--- config.mk ---
export PLATFORM = sky130hd
export DESIGN_NAME = mixer_tile_layout_flat
export DESIGN_NICKNAME = d
export VERILOG_FILES = /design/src/hw/rtl/mtl_pkg.sv /design/src/hw/rtl/mtl_if.sv /design/src/hw/rtl/mtl_cfg_regs.sv /design/src/hw/rtl/mtl_front.sv /design/src/hw/rtl/mtl_div_fix.sv /design/src/hw/rtl/mtl_place.sv /design/src/hw/rtl/mixer_tile_layout.sv /design/src/flat_wrapper.sv
export SDC_FILE = /design/constraint.sdc
export NUM_CORES = 2
export LEC_CHECK = 0
export CAP_MARGIN = 30
export CORE_MARGIN = 3
export CORE_UTILIZATION = 45
export DETAILED_ROUTE_END_ITERATION = 12
export DONT_BUFFER_PORTS = 1
export PLACE_DENSITY = 0.61
export SLEW_MARGIN = 15
export SYNTH_ARGS = -nofsm -noshare
export SYNTH_HDL_FRONTEND = slang
export SYNTH_SLANG_ARGS = --single-unit
--- constraint.sdc ---
create_clock -name clk -period 10.7 [get_ports clk]
set_input_delay 2.675 -clock clk [delete_from_list [all_inputs] [get_ports clk]]
set_output_delay 2.675 -clock clk [all_outputs]
set_load 0.01 [all_outputs]
--- src/hw/rtl/mtl_pkg.sv ---
// mixer tile layout package: widths, register codes, placement kinds and
// the structs passed between the pipeline modules
// no dependencies
package mtl_pkg;

  // field and datapath widths
  localparam int DIM_W        = 13;  // frame and tile size, up to 4096
  localparam int POS_W        = 12;  // tile corner coordinate
  localparam int IDX_W        = 6;   // tile index
  localparam int CNT_W        = 7;   // source count
  localparam int SLOT_W       = 6;   // focus slot count and divisor, up to 32
  localparam int SIDE_W       = 4;   // grid side, up to 8
  localparam int ROW_W        = 5;   // grid row of a tile
  localparam int DVD_W        = 17;  // dividend, frame size times (slots - 1)
  localparam int QUO_W        = 13;  // quotient, never above the frame size
  localparam int FAC_X_W      = 5;   // column factor for the x multiply
  localparam int FAC_Y_W      = 6;   // row factor for the y multiply
  localparam int CFG_IDX_W    = 2;
  localparam int CFG_DATA_W   = 13;

  // reciprocal divide: quotient estimate is (a * floor(2^18 / d)) >> 18
  localparam int RECIP_SHIFT  = 18;
  localparam int RECIP_W      = 18;
  // grid row: idx / side is exactly (idx * ceil(2^9 / side)) >> 9
  localparam int GRID_SHIFT   = 9;
  localparam int GRID_RECIP_W = 9;

  localparam logic [DIM_W-1:0]  FRAME_LIMIT     = 13'd4096;
  localparam logic [CNT_W-1:0]  MAX_SOURCES     = 7'd64;
  localparam logic [CNT_W-1:0]  FOCUS_MIN_SLOTS = 7'd6;
  localparam logic [SIDE_W-1:0] GRID_MIN_SIDE   = 4'd2;

  localparam logic [DIM_W-1:0]  FRAME_W_RESET   = 13'd640;
  localparam logic [DIM_W-1:0]  FRAME_H_RESET   = 13'd480;

  typedef enum logic [CFG_IDX_W-1:0] {
    REG_FRAME_WIDTH  = 2'd0,
    REG_FRAME_HEIGHT = 2'd1,
    REG_SOURCE_COUNT = 2'd2,
    REG_FOCUS_LAYOUT = 2'd3
  } cfg_reg_e;

  typedef enum logic [2:0] {
    KIND_HIDDEN = 3'd0,
    KIND_MAIN   = 3'd1,
    KIND_RIGHT  = 3'd2,
    KIND_BOTTOM = 3'd3,
    KIND_GRID   = 3'd4
  } place_kind_e;

  // layout values derived from the configuration registers
  typedef struct packed {
    logic [DIM_W-1:0]        frame_w;
    logic [DIM_W-1:0]        frame_h;
    logic                    focus;
    logic [SLOT_W-1:0]       slots;
    logic [SIDE_W-1:0]       side;
    logic [SLOT_W-1:0]       divisor;
    logic [RECIP_W-1:0]      div_recip;
    logic [GRID_RECIP_W-1:0] grid_recip;
  } layout_t;

  // per-tile placement control carried down the pipeline
  typedef struct packed {
    place_kind_e          kind;
    logic [FAC_X_W-1:0]   fac_x;
    logic [FAC_Y_W-1:0]   fac_y;
  } tile_ctl_t;

  // front end to divider correction
  typedef struct packed {
    tile_ctl_t          ctl;
    logic [DVD_W-1:0]   dvd_x;
    logic [DVD_W-1:0]   dvd_y;
    logic [QUO_W-1:0]   quo_x;
    logic [QUO_W-1:0]   quo_y;
  } div_item_t;

  // divider correction to placement
  typedef struct packed {
    tile_ctl_t          ctl;
    logic [QUO_W-1:0]   tile_w;
    logic [QUO_W-1:0]   tile_h;
  } place_item_t;

endpackage

--- src/hw/rtl/mtl_if.sv ---
// tile request and rectangle result channels of the mixer tile layout
// depends on mtl_pkg
interface mtl_tile_if
  import mtl_pkg::*;
  ();
  logic             valid;
  logic             ready;
  logic [IDX_W-1:0] tile_index;
  logic             is_focused;

  modport source (output valid, tile_index, is_focused, input ready);
  modport sink   (input valid, tile_index, is_focused, output ready);
endinterface

interface mtl_rect_if
  import mtl_pkg::*;
  ();
  logic             valid;
  logic             ready;
  logic [POS_W-1:0] rect_x;
  logic [POS_W-1:0] rect_y;
  logic [DIM_W-1:0] rect_w;
  logic [DIM_W-1:0] rect_h;
  logic             visible;

  modport source (output valid, rect_x, rect_y, rect_w, rect_h, visible, input ready);
  modport sink   (input valid, rect_x, rect_y, rect_w, rect_h, visible, output ready);
endinterface

--- src/hw/rtl/mtl_cfg_regs.sv ---
// configuration registers and the layout values derived from them
// depends on mtl_pkg
module mtl_cfg_regs
  import mtl_pkg::*;
(
  input  logic                  clk,
  input  logic                  rst,
  input  logic                  cfg_wr_en,
  input  logic [CFG_IDX_W-1:0]  cfg_index,
  input  logic [CFG_DATA_W-1:0] cfg_data,
  output layout_t               layout
);

  logic [DIM_W-1:0] frame_width;
  logic [DIM_W-1:0] frame_height;
  logic [CNT_W-1:0] source_count;
  logic             focus_layout;

  logic [CNT_W-1:0]  count_sat;
  logic [CNT_W-1:0]  slots_raw;
  logic [SIDE_W-1:0] side;
  logic [SLOT_W-1:0] slots;
  logic [SLOT_W-1:0] divisor;

  // floor(2^18 / d) for the divisors that occur
  function automatic logic [RECIP_W-1:0] div_recip_of(input logic [SLOT_W-1:0] d);
    logic [RECIP_W-1:0] r;
    case (d)
      6'd2:    r = 18'd131072;
      6'd3:    r = 18'd87381;
      6'd4:    r = 18'd65536;
      6'd5:    r = 18'd52428;
      6'd6:    r = 18'd43690;
      6'd7:    r = 18'd37449;
      6'd8:    r = 18'd32768;
      6'd9:    r = 18'd29127;
      6'd10:   r = 18'd26214;
      6'd11:   r = 18'd23831;
      6'd12:   r = 18'd21845;
      6'd13:   r = 18'd20164;
      6'd14:   r = 18'd18724;
      6'd15:   r = 18'd17476;
      6'd16:   r = 18'd16384;
      6'd17:   r = 18'd15420;
      6'd18:   r = 18'd14563;
      6'd19:   r = 18'd13797;
      6'd20:   r = 18'd13107;
      6'd21:   r = 18'd12483;
      6'd22:   r = 18'd11915;
      6'd23:   r = 18'd11397;
      6'd24:   r = 18'd10922;
      6'd25:   r = 18'd10485;
      6'd26:   r = 18'd10082;
      6'd27:   r = 18'd9709;
      6'd28:   r = 18'd9362;
      6'd29:   r = 18'd9039;
      6'd30:   r = 18'd8738;
      6'd31:   r = 18'd8456;
      6'd32:   r = 18'd8192;
      default: r = '0;
    endcase
    return r;
  endfunction

  // ceil(2^9 / side), exact for row = idx / side over the whole index range
  function automatic logic [GRID_RECIP_W-1:0] grid_recip_of(input logic [SIDE_W-1:0] s);
    logic [GRID_RECIP_W-1:0] r;
    case (s)
      4'd2:    r = 9'd256;
      4'd3:    r = 9'd171;
      4'd4:    r = 9'd128;
      4'd5:    r = 9'd103;
      4'd6:    r = 9'd86;
      4'd7:    r = 9'd74;
      4'd8:    r = 9'd64;
      default: r = '0;
    endcase
    return r;
  endfunction

  // smallest side of at least two whose square covers the count
  function automatic logic [SIDE_W-1:0] grid_side_of(input logic [CNT_W-1:0] n);
    logic [SIDE_W-1:0] s;
    if (n <= 7'd4)       s = GRID_MIN_SIDE;
    else if (n <= 7'd9)  s = 4'd3;
    else if (n <= 7'd16) s = 4'd4;
    else if (n <= 7'd25) s = 4'd5;
    else if (n <= 7'd36) s = 4'd6;
    else if (n <= 7'd49) s = 4'd7;
    else                 s = 4'd8;
    return s;
  endfunction

  // register writes
  always_ff @(posedge clk) begin
    if (rst) begin
      frame_width  <= FRAME_W_RESET;
      frame_height <= FRAME_H_RESET;
      source_count <= '0;
      focus_layout <= 1'b0;
    end else if (cfg_wr_en) begin
      case (cfg_reg_e'(cfg_index))
        REG_FRAME_WIDTH:  frame_width  <= cfg_data[DIM_W-1:0];
        REG_FRAME_HEIGHT: frame_height <= cfg_data[DIM_W-1:0];
        REG_SOURCE_COUNT: source_count <= cfg_data[CNT_W-1:0];
        REG_FOCUS_LAYOUT: focus_layout <= cfg_data[0];
        default: ;
      endcase
    end
  end

  // saturation, slot count and grid side
  always_comb begin
    count_sat = (source_count > MAX_SOURCES) ? MAX_SOURCES : source_count;
    slots_raw = count_sat + 7'd1;
    if (slots_raw < FOCUS_MIN_SLOTS) begin
      slots_raw = FOCUS_MIN_SLOTS;
    end
    slots   = slots_raw[SLOT_W:1];
    side    = grid_side_of(count_sat);
    divisor = focus_layout ? slots : SLOT_W'(side);
  end

  always_comb begin
    layout.frame_w    = (frame_width > FRAME_LIMIT) ? FRAME_LIMIT : frame_width;
    layout.frame_h    = (frame_height > FRAME_LIMIT) ? FRAME_LIMIT : frame_height;
    layout.focus      = focus_layout;
    layout.slots      = slots;
    layout.side       = side;
    layout.divisor    = divisor;
    layout.div_recip  = div_recip_of(divisor);
    layout.grid_recip = grid_recip_of(side);
  end

endmodule

--- src/hw/rtl/mtl_front.sv ---
// front end: tile decode, grid row and column, dividends and the
// reciprocal quotient estimate (two register stages)
// depends on mtl_pkg and mtl_if
module mtl_front
  import mtl_pkg::*;
(
  input  logic            clk,
  input  logic            rst,
  input  layout_t         layout,
  mtl_tile_if.sink        tile_in,
  output logic            out_valid,
  input  logic            out_ready,
  output div_item_t       out_item
);

  localparam int GPROD_W = IDX_W + GRID_RECIP_W;
  localparam int RPROD_W = DVD_W + RECIP_W;
  localparam int CPROD_W = ROW_W + SIDE_W;

  // stage 1 registers
  logic             v1;
  tile_ctl_t        ctl1;
  logic [IDX_W-1:0] idx1;
  logic [ROW_W-1:0] row1;
  logic [DVD_W-1:0] dvd_x1;
  logic [DVD_W-1:0] dvd_y1;

  logic en1;
  logic en2;

  // stage 1 logic
  logic [GPROD_W-1:0] grid_prod;
  logic [ROW_W-1:0]   row;
  logic [SLOT_W-1:0]  slots_m1;
  logic [CNT_W-1:0]   slots_x2;
  logic [CNT_W-1:0]   col_back;
  logic               main_tile;
  tile_ctl_t          ctl_d;
  logic [DVD_W-1:0]   dvd_x_d;
  logic [DVD_W-1:0]   dvd_y_d;

  // stage 2 logic
  logic [CPROD_W-1:0] col_prod;
  logic [IDX_W-1:0]   col;
  logic [RPROD_W-1:0] prod_x;
  logic [RPROD_W-1:0] prod_y;
  div_item_t          item_d;

  // stage enables, bubbles are squeezed out
  assign en2           = !out_valid || out_ready;
  assign en1           = !v1 || en2;
  assign tile_in.ready = en1;

  // decode of one tile
  always_comb begin
    grid_prod = GPROD_W'(tile_in.tile_index) * GPROD_W'(layout.grid_recip);
    row       = grid_prod[GRID_SHIFT +: ROW_W];
    slots_m1  = layout.slots - 6'd1;
    slots_x2  = CNT_W'(layout.slots) << 1;
    col_back  = slots_x2 - 7'd2 - CNT_W'(tile_in.tile_index);
    main_tile = layout.focus && tile_in.is_focused;

    ctl_d.fac_x = col_back[FAC_X_W-1:0];
    ctl_d.fac_y = tile_in.tile_index;
    if (layout.focus) begin
      if (tile_in.is_focused) begin
        ctl_d.kind = KIND_MAIN;
      end else if (CNT_W'(tile_in.tile_index) < CNT_W'(layout.slots)) begin
        ctl_d.kind = KIND_RIGHT;
      end else if (CNT_W'(tile_in.tile_index) < slots_x2 - 7'd1) begin
        ctl_d.kind = KIND_BOTTOM;
      end else begin
        ctl_d.kind = KIND_HIDDEN;
      end
    end else begin
      ctl_d.fac_y = FAC_Y_W'(row);
      ctl_d.kind  = (ROW_W'(layout.side) > row) ? KIND_GRID : KIND_HIDDEN;
    end

    // in focus layout the focused tile divides frame * (slots - 1), all others the frame
    if (main_tile) begin
      dvd_x_d = DVD_W'(layout.frame_w) * DVD_W'(slots_m1);
      dvd_y_d = DVD_W'(layout.frame_h) * DVD_W'(slots_m1);
    end else begin
      dvd_x_d = DVD_W'(layout.frame_w);
      dvd_y_d = DVD_W'(layout.frame_h);
    end
  end

  // stage 1 valid
  always_ff @(posedge clk) begin
    if (rst) begin
      v1 <= 1'b0;
    end else if (en1) begin
      v1 <= tile_in.valid;
    end
  end

  // stage 1 payload
  always_ff @(posedge clk) begin
    if (en1 && tile_in.valid) begin
      ctl1   <= ctl_d;
      idx1   <= tile_in.tile_index;
      row1   <= row;
      dvd_x1 <= dvd_x_d;
      dvd_y1 <= dvd_y_d;
    end
  end

  // grid column and reciprocal quotient estimate
  always_comb begin
    col_prod = CPROD_W'(row1) * CPROD_W'(layout.side);
    col      = idx1 - col_prod[IDX_W-1:0];
    prod_x   = RPROD_W'(dvd_x1) * RPROD_W'(layout.div_recip);
    prod_y   = RPROD_W'(dvd_y1) * RPROD_W'(layout.div_recip);

    item_d.ctl   = ctl1;
    if (ctl1.kind == KIND_GRID) begin
      item_d.ctl.fac_x = col[FAC_X_W-1:0];
    end
    item_d.dvd_x = dvd_x1;
    item_d.dvd_y = dvd_y1;
    item_d.quo_x = prod_x[RECIP_SHIFT +: QUO_W];
    item_d.quo_y = prod_y[RECIP_SHIFT +: QUO_W];
  end

  // stage 2 valid
  always_ff @(posedge clk) begin
    if (rst) begin
      out_valid <= 1'b0;
    end else if (en2) begin
      out_valid <= v1;
    end
  end

  // stage 2 payload
  always_ff @(posedge clk) begin
    if (en2 && v1) begin
      out_item <= item_d;
    end
  end

endmodule

--- src/hw/rtl/mtl_div_fix.sv ---
// divider correction: remainder of the quotient estimate and a single
// increment step (two register stages)
// depends on mtl_pkg
module mtl_div_fix
  import mtl_pkg::*;
(
  input  logic        clk,
  input  logic        rst,
  input  layout_t     layout,
  input  logic        in_valid,
  output logic        in_ready,
  input  div_item_t   in_item,
  output logic        out_valid,
  input  logic        out_ready,
  output place_item_t out_item
);

  localparam int MPROD_W = QUO_W + SLOT_W;

  logic             v1;
  tile_ctl_t        ctl1;
  logic [QUO_W-1:0] quo_x1;
  logic [QUO_W-1:0] quo_y1;
  logic [DVD_W-1:0] rem_x1;
  logic [DVD_W-1:0] rem_y1;

  logic en1;
  logic en2;

  logic [MPROD_W-1:0] back_x;
  logic [MPROD_W-1:0] back_y;
  logic [DVD_W-1:0]   rem_x_d;
  logic [DVD_W-1:0]   rem_y_d;
  logic [DVD_W-1:0]   div_ext;
  place_item_t        item_d;

  assign en2      = !out_valid || out_ready;
  assign en1      = !v1 || en2;
  assign in_ready = en1;
  assign div_ext  = DVD_W'(layout.divisor);

  // remainder left by the estimate
  always_comb begin
    back_x  = MPROD_W'(in_item.quo_x) * MPROD_W'(layout.divisor);
    back_y  = MPROD_W'(in_item.quo_y) * MPROD_W'(layout.divisor);
    rem_x_d = in_item.dvd_x - back_x[DVD_W-1:0];
    rem_y_d = in_item.dvd_y - back_y[DVD_W-1:0];
  end

  always_ff @(posedge clk) begin
    if (rst) begin
      v1 <= 1'b0;
    end else if (en1) begin
      v1 <= in_valid;
    end
  end

  always_ff @(posedge clk) begin
    if (en1 && in_valid) begin
      ctl1   <= in_item.ctl;
      quo_x1 <= in_item.quo_x;
      quo_y1 <= in_item.quo_y;
      rem_x1 <= rem_x_d;
      rem_y1 <= rem_y_d;
    end
  end

  // estimate is low by at most one
  always_comb begin
    item_d.ctl    = ctl1;
    item_d.tile_w = (rem_x1 >= div_ext) ? quo_x1 + 13'd1 : quo_x1;
    item_d.tile_h = (rem_y1 >= div_ext) ? quo_y1 + 13'd1 : quo_y1;
  end

  always_ff @(posedge clk) begin
    if (rst) begin
      out_valid <= 1'b0;
    end else if (en2) begin
      out_valid <= v1;
    end
  end

  always_ff @(posedge clk) begin
    if (en2 && v1) begin
      out_item <= item_d;
    end
  end

  // a single correction step must be enough
  a_rem_bound: assert property (@(posedge clk) disable iff (rst)
    v1 |-> (rem_x1 < (div_ext << 1)) && (rem_y1 < (div_ext << 1)))
    else $error("quotient estimate off by more than one");

endmodule

--- src/hw/rtl/mtl_place.sv ---
// placement: tile corner from size and row or column factors, then the
// result register that drives the rectangle channel
// depends on mtl_pkg and mtl_if
module mtl_place
  import mtl_pkg::*;
(
  input  logic        clk,
  input  logic        rst,
  input  layout_t     layout,
  input  logic        in_valid,
  output logic        in_ready,
  input  place_item_t in_item,
  mtl_rect_if.source  rect_out
);

  localparam int XPROD_W = QUO_W + FAC_X_W;
  localparam int YPROD_W = QUO_W + FAC_Y_W;

  logic en;

  logic [XPROD_W-1:0] mul_x;
  logic [YPROD_W-1:0] mul_y;
  logic [DIM_W-1:0]   edge_x;
  logic [DIM_W-1:0]   edge_y;
  logic [POS_W-1:0]   x_d;
  logic [POS_W-1:0]   y_d;
  logic [DIM_W-1:0]   w_d;
  logic [DIM_W-1:0]   h_d;
  logic               vis_d;

  assign en       = !rect_out.valid || rect_out.ready;
  assign in_ready = en;

  // corner selection per placement kind
  always_comb begin
    mul_x  = XPROD_W'(in_item.tile_w) * XPROD_W'(in_item.ctl.fac_x);
    mul_y  = YPROD_W'(in_item.tile_h) * YPROD_W'(in_item.ctl.fac_y);
    edge_x = layout.frame_w - in_item.tile_w;
    edge_y = layout.frame_h - in_item.tile_h;
    x_d    = '0;
    y_d    = '0;
    w_d    = in_item.tile_w;
    h_d    = in_item.tile_h;
    vis_d  = 1'b1;
    case (in_item.ctl.kind)
      KIND_GRID: begin
        x_d = mul_x[POS_W-1:0];
        y_d = mul_y[POS_W-1:0];
      end
      KIND_RIGHT: begin
        x_d = edge_x[POS_W-1:0];
        y_d = mul_y[POS_W-1:0];
      end
      KIND_BOTTOM: begin
        x_d = mul_x[POS_W-1:0];
        y_d = edge_y[POS_W-1:0];
      end
      KIND_MAIN: ;
      default: begin
        w_d   = '0;
        h_d   = '0;
        vis_d = 1'b0;
      end
    endcase
  end

  // result register
  always_ff @(posedge clk) begin
    if (rst) begin
      rect_out.valid <= 1'b0;
    end else if (en) begin
      rect_out.valid <= in_valid;
    end
  end

  always_ff @(posedge clk) begin
    if (en && in_valid) begin
      rect_out.rect_x  <= x_d;
      rect_out.rect_y  <= y_d;
      rect_out.rect_w  <= w_d;
      rect_out.rect_h  <= h_d;
      rect_out.visible <= vis_d;
    end
  end

  // hidden tiles carry an all-zero rectangle
  a_hidden_zero: assert property (@(posedge clk) disable iff (rst)
    rect_out.valid && !rect_out.visible |->
      rect_out.rect_x == '0 && rect_out.rect_y == '0 &&
      rect_out.rect_w == '0 && rect_out.rect_h == '0)
    else $error("hidden tile with nonzero rectangle");

  // no tile is larger than the frame
  a_size_bound: assert property (@(posedge clk) disable iff (rst)
    rect_out.valid |->
      rect_out.rect_w <= layout.frame_w && rect_out.rect_h <= layout.frame_h)
    else $error("tile larger than frame");

endmodule

--- src/hw/rtl/mixer_tile_layout.sv ---
// mixer tile layout top level: configuration registers and the five stage
// placement pipeline
// depends on mtl_pkg, mtl_if, mtl_cfg_regs, mtl_front, mtl_div_fix, mtl_place

// Computes the rectangle of one source tile in the mixed output frame, in
// square grid or focus layout. A tile transaction is taken every clock
// cycle while the output side keeps up. The five register stages are
// tile decode with the focus dividend product, the reciprocal multiply,
// the remainder multiply, the quotient correction, and the corner
// multiply with the result register. Each stage holds its item during a
// stall and empty stages are filled, so input is still taken while a
// result waits, until every stage is full. Configuration writes take
// effect on the next cycle and need no clearing pass; write them only
// while no tile is in flight.
module mixer_tile_layout
  import mtl_pkg::*;
(
  input  logic                  clk,
  input  logic                  rst,
  input  logic                  cfg_wr_en,
  input  logic [CFG_IDX_W-1:0]  cfg_index,
  input  logic [CFG_DATA_W-1:0] cfg_data,
  mtl_tile_if.sink              tile_in,
  mtl_rect_if.source            rect_out
);

  layout_t     layout;
  logic        front_valid;
  logic        front_ready;
  div_item_t   front_item;
  logic        fix_valid;
  logic        fix_ready;
  place_item_t fix_item;

  mtl_cfg_regs u_cfg (
    .clk       (clk),
    .rst       (rst),
    .cfg_wr_en (cfg_wr_en),
    .cfg_index (cfg_index),
    .cfg_data  (cfg_data),
    .layout    (layout)
  );

  mtl_front u_front (
    .clk       (clk),
    .rst       (rst),
    .layout    (layout),
    .tile_in   (tile_in),
    .out_valid (front_valid),
    .out_ready (front_ready),
    .out_item  (front_item)
  );

  mtl_div_fix u_div_fix (
    .clk       (clk),
    .rst       (rst),
    .layout    (layout),
    .in_valid  (front_valid),
    .in_ready  (front_ready),
    .in_item   (front_item),
    .out_valid (fix_valid),
    .out_ready (fix_ready),
    .out_item  (fix_item)
  );

  mtl_place u_place (
    .clk      (clk),
    .rst      (rst),
    .layout   (layout),
    .in_valid (fix_valid),
    .in_ready (fix_ready),
    .in_item  (fix_item),
    .rect_out (rect_out)
  );

endmodule

--- src/flat_wrapper.sv ---
// flat-port wrapper written by rule: the top's interface ports become plain ports
module mixer_tile_layout_flat import mtl_pkg::*;
  (clk, rst, cfg_wr_en, cfg_index, cfg_data, tile_in_valid, tile_in_tile_index, tile_in_is_focused, tile_in_ready, rect_out_valid, rect_out_rect_x, rect_out_rect_y, rect_out_rect_w, rect_out_rect_h, rect_out_visible, rect_out_ready);
  mtl_tile_if tile_in_i ();
  mtl_rect_if rect_out_i ();
  input  logic clk;
  input  logic rst;
  input  logic cfg_wr_en;
  input  logic [CFG_IDX_W-1:0] cfg_index;
  input  logic [CFG_DATA_W-1:0] cfg_data;
  input wire logic [$bits(tile_in_i.valid)-1:0] tile_in_valid;
  input wire logic [$bits(tile_in_i.tile_index)-1:0] tile_in_tile_index;
  input wire logic [$bits(tile_in_i.is_focused)-1:0] tile_in_is_focused;
  output wire logic [$bits(tile_in_i.ready)-1:0] tile_in_ready;
  output wire logic [$bits(rect_out_i.valid)-1:0] rect_out_valid;
  output wire logic [$bits(rect_out_i.rect_x)-1:0] rect_out_rect_x;
  output wire logic [$bits(rect_out_i.rect_y)-1:0] rect_out_rect_y;
  output wire logic [$bits(rect_out_i.rect_w)-1:0] rect_out_rect_w;
  output wire logic [$bits(rect_out_i.rect_h)-1:0] rect_out_rect_h;
  output wire logic [$bits(rect_out_i.visible)-1:0] rect_out_visible;
  input wire logic [$bits(rect_out_i.ready)-1:0] rect_out_ready;
  assign tile_in_i.valid = tile_in_valid;
  assign tile_in_i.tile_index = tile_in_tile_index;
  assign tile_in_i.is_focused = tile_in_is_focused;
  assign tile_in_ready = tile_in_i.ready;
  assign rect_out_valid = rect_out_i.valid;
  assign rect_out_rect_x = rect_out_i.rect_x;
  assign rect_out_rect_y = rect_out_i.rect_y;
  assign rect_out_rect_w = rect_out_i.rect_w;
  assign rect_out_rect_h = rect_out_i.rect_h;
  assign rect_out_visible = rect_out_i.visible;
  assign rect_out_i.ready = rect_out_ready;
  mixer_tile_layout u_core (.clk(clk), .rst(rst), .cfg_wr_en(cfg_wr_en), .cfg_index(cfg_index), .cfg_data(cfg_data), .tile_in(tile_in_i), .rect_out(rect_out_i));
endmodule
==> metrics <==
outcome=completed; max-slew violation count=0; Critical Path Max Stage Delay=0.56 ns; Post-Syn Area=between 0.04 and 0.05 mm^2; Root Buffer=clkbuf_16; Avg Inst Size Synth=between 9 and 10 um^2; cell with the most instances after synthesis=inv_1; Finish-stage setup viols=0; antenna cells=0; first drt pass iteration count=5; height of the die=approximately 330 um; final non-filler cell area=0.0502 mm^2; power density cells=173 mW/mm^2; sequential power share=0.230; pre-CTS setup slack=0.541 ns; fmax=100 MHz; WL/cell=about 19 um; critical path fanouts, max=25; Setup crit end=u_core.u_front.out_item[9]$_DFFE_PP_; nets@finish=6,036; Layout Utilization=0.489; Sw Ratio=0.438; sum of negative setup slack=0 ns; Clock Path Buffers=3; Post-synth EDFFs=approximately 300; vias in the first global route=between 30,000 and 40,000; r2r worst-path depth=37; skew final=between 0.04 and 0.05 ns; Clk Latency, worst-skew pair=around 0.6 ns; Die Width=approximately 330 um; clock slew at reported path FFs=0.07 ns; top post-synthesis cells by area=fa_1, edfxtp_1, ha_1; GRT Total Usage=0.230; endpoints failing hold=0; Yosys warning count=0; sequential share of the synthesized area=0.206; die area=0.108 mm^2; Hold Path Class=flop to flop; worst slew pin tran=1.02 ns; Cells after Synth=4,928; Inserted Clock Buffers=40; max cap viols=0; Routed Antenna Nets=0; P_leak=23.3 nW; R2R Path End=u_core.u_front.out_item[9]$_DFFE_PP_; Final Critical Period=10.00 ns; final estimated routing congestion in global placement=0.898; Overall Power=8.67 mW; IO Port Bufs=0; drt drc=0; total setup buffers inserted after CTS=0; Synth Flop Type=edfxtp_1; min-delay src=u_core.u_div_fix.ctl1[0]$_DFFE_PP_; slowest CP cell=fa_1; largest net degree at the start of global routing=68; post-route non-filler standard cell count=6,259; Synth Register Bits=335; core footprint=0.103 mm^2; dpl hpwl=slightly above 90 mm; GR Overflow Total=0; CTS hold repair buffers=0; worst vdd ir=0.140 mV; Starting DRT DRC Count=2,444; layout cells sized above 1=0.0480; internal power=roughly 5 mW; final worst slack=0.696 ns; Post-DP Area=0.0488 mm^2; Synthesized Nets=6,102; dpl cells=6,185; required time of the worst setup path=11.03 ns; distinct cell type count after synthesis=just over 90; Critical Path Source=u_core.u_cfg.source_count[6]$_SDFFE_PP0P_; Synth top cells by count=inv_1, nand2_1, fa_1; fin crit share=0.935; CTS tree=built; Vias=33,200; relative slew slack=0.320; power share of the clock group=0.169; Switch Pwr=3.79 mW; ys async rst share=0; # IOs=80; Vias/cell=5.30; FP Rows=117; crit start category=flop; CP Capture Type=flop; WHS=0.413 ns; area leader, netlist=fa_1; Sink Count=approximately 340; Area Overhead vs Synth=6.99%; RSZ-0062 raised after global routing=no; r2r setup slk=0.70 ns; most frequent CP cell=fa_1; initial antenna violation count=4; Synth top area share=0.320; Combinational Power Share=0.601; worst path arrival time=10.33 ns; Setup CP Type=flop to flop; first-pass GRT wire length=195 mm; initial core utilization=0.457; final wirelength=120 mm; H-tree Lvls=2; R2R Path Start=u_core.u_cfg.source_count[6]$_SDFFE_PP0P_
==> layout by cell type (no fill, tap or decap), types with 8 or more instances in the layout <==
| master | synthesis | layout |
|---|---|---|
| inv_1 | 944 | 944 |
| nand2_1 | 766 | 766 |
| fa_1 | 751 | 751 |
| and2_1 | 427 | 427 |
| ha_1 | 396 | 396 |
| edfxtp_1 | 296 | 296 |
| xnor2_1 | 142 | 138 |
| a21oi_1 | 125 | 123 |
| nor2_1 | 117 | 116 |
| o21ai_0 | 109 | 109 |
| buf_4 | 2 | 96 |
| xor2_1 | 52 | 52 |
| nand2b_1 | 50 | 50 |
| and3_1 | 46 | 46 |
| clkbuf_16 | 0 | 41 |
| nand3_1 | 39 | 39 |
| a21o_1 | 40 | 39 |
| dfxtp_1 | 39 | 39 |
| nor3_1 | 37 | 37 |
| nor2b_1 | 37 | 35 |
| o21a_1 | 22 | 22 |
| or3_1 | 18 | 18 |
| o21bai_1 | 15 | 15 |
| a21boi_0 | 16 | 14 |
| o31ai_1 | 14 | 14 |
| nand4_1 | 13 | 13 |
| a211oi_1 | 11 | 11 |
| mux2i_1 | 10 | 10 |
| a31oi_1 | 12 | 10 |
| nand3b_1 | 10 | 10 |
| a2111oi_0 | 9 | 9 |
| or2_2 | 8 | 8 |
| nor4_1 | 8 | 8 |
| o32ai_1 | 9 | 8 |
==> logic make-up after synthesis <==
| family | Yosys count | share of synthesized area |
|---|---|---|
| simple gates | 1598 | 0.165 |
| buf+inv | 1162 | 0.0942 |
| fa+ha+maj | 1147 | 0.426 |
| compound gates | 470 | 0.0665 |
| flops | 335 | 0.206 |
| xor+xnor | 198 | 0.0378 |
| mux | 18 | 0.00458 |
==> flip-flops by register name (all words and copies together) (netlist names), 13 cells and up <==
signal and flops:
u_core.u_div_fix.ctl1 14, u_core.u_front.out_item 74, u_core.u_div_fix.quo_y1 13, u_core.u_cfg.frame_width 13, u_core.u_div_fix.rem_x1 17, u_core.u_front.ctl1 14, u_core.u_cfg.frame_height 13, u_core.u_front.dvd_x1 17
u_core.u_place.rect_out.rect_w 13, u_core.u_place.rect_out.rect_h 13, u_core.u_div_fix.quo_x1 13, u_core.u_front.dvd_y1 17, u_core.u_div_fix.rem_y1 17, u_core.u_div_fix.out_item 40
==> area by class of cell <==
class / instances / area (um^2)
Clock buffer: 48 / 1070
Clock inverter: 23 / 318
Fill cell: 9495 / 52400
Inverter: 951 / 3570
Multi-Input combinational cell: 3431 / 33000
Sequential cell: 335 / 9670
Tap cell: 1368 / 1710
Timing Repair Buffer: 103 / 857
==> layer usage <==
layer  track usage  part of all wire  up-vias
li1              -                 -    15200
met1         0.325              0.44    16900
met2         0.377              0.47      925
met3        0.0300             0.063      162
met4        0.0525             0.022        2
met5             0           0.00011        -
==> power by group through the flow <==
stage	clock network (mW)	registers, mW	logic, mW
after floorplan	0	1.90	3.94
after global routing	1.55	2.01	5.99
after detailed placement	0	2.02	5.16
after CTS	1.50	2.00	5.21
after global placement	0	2.02	5.07
final	1.46	2.00	5.21
==> critical path: cells and delay by family (launching register included) <==
family | cells | cell delay [ns]
adders and majority gates | 9 | 3.77
AOI/OAI and AO/OA | 10 | 2.82
and+or+nand+nor | 11 | 2.11
buffers and inverters | 6 | 0.59
DFF | 1 | 0.35
xor gates and xnor gates | 1 | 0.07
==> how the worst min path moves through the flow <==
stage	end	depth (start not counted)
after global placement	u_core.u_div_fix.out_item[29]$_DFFE_PP_	0
after CTS	u_core.u_div_fix.ctl1[2]$_DFFE_PP_	0
after floorplan	u_core.u_div_fix.ctl1[0]$_DFFE_PP_	0
final	u_core.u_div_fix.out_item[26]$_DFFE_PP_	0
after global routing	u_core.u_div_fix.ctl1[2]$_DFFE_PP_	0
after detailed placement	u_core.u_div_fix.ctl1[2]$_DFFE_PP_	0
==> timing repair <==
item	4_1_cts	5_1_grt
hold endpoints to repair	0	0
setup endpoints to repair	0	12
gates resized for setup	0	3
Power figures use the tool's default switching activity.
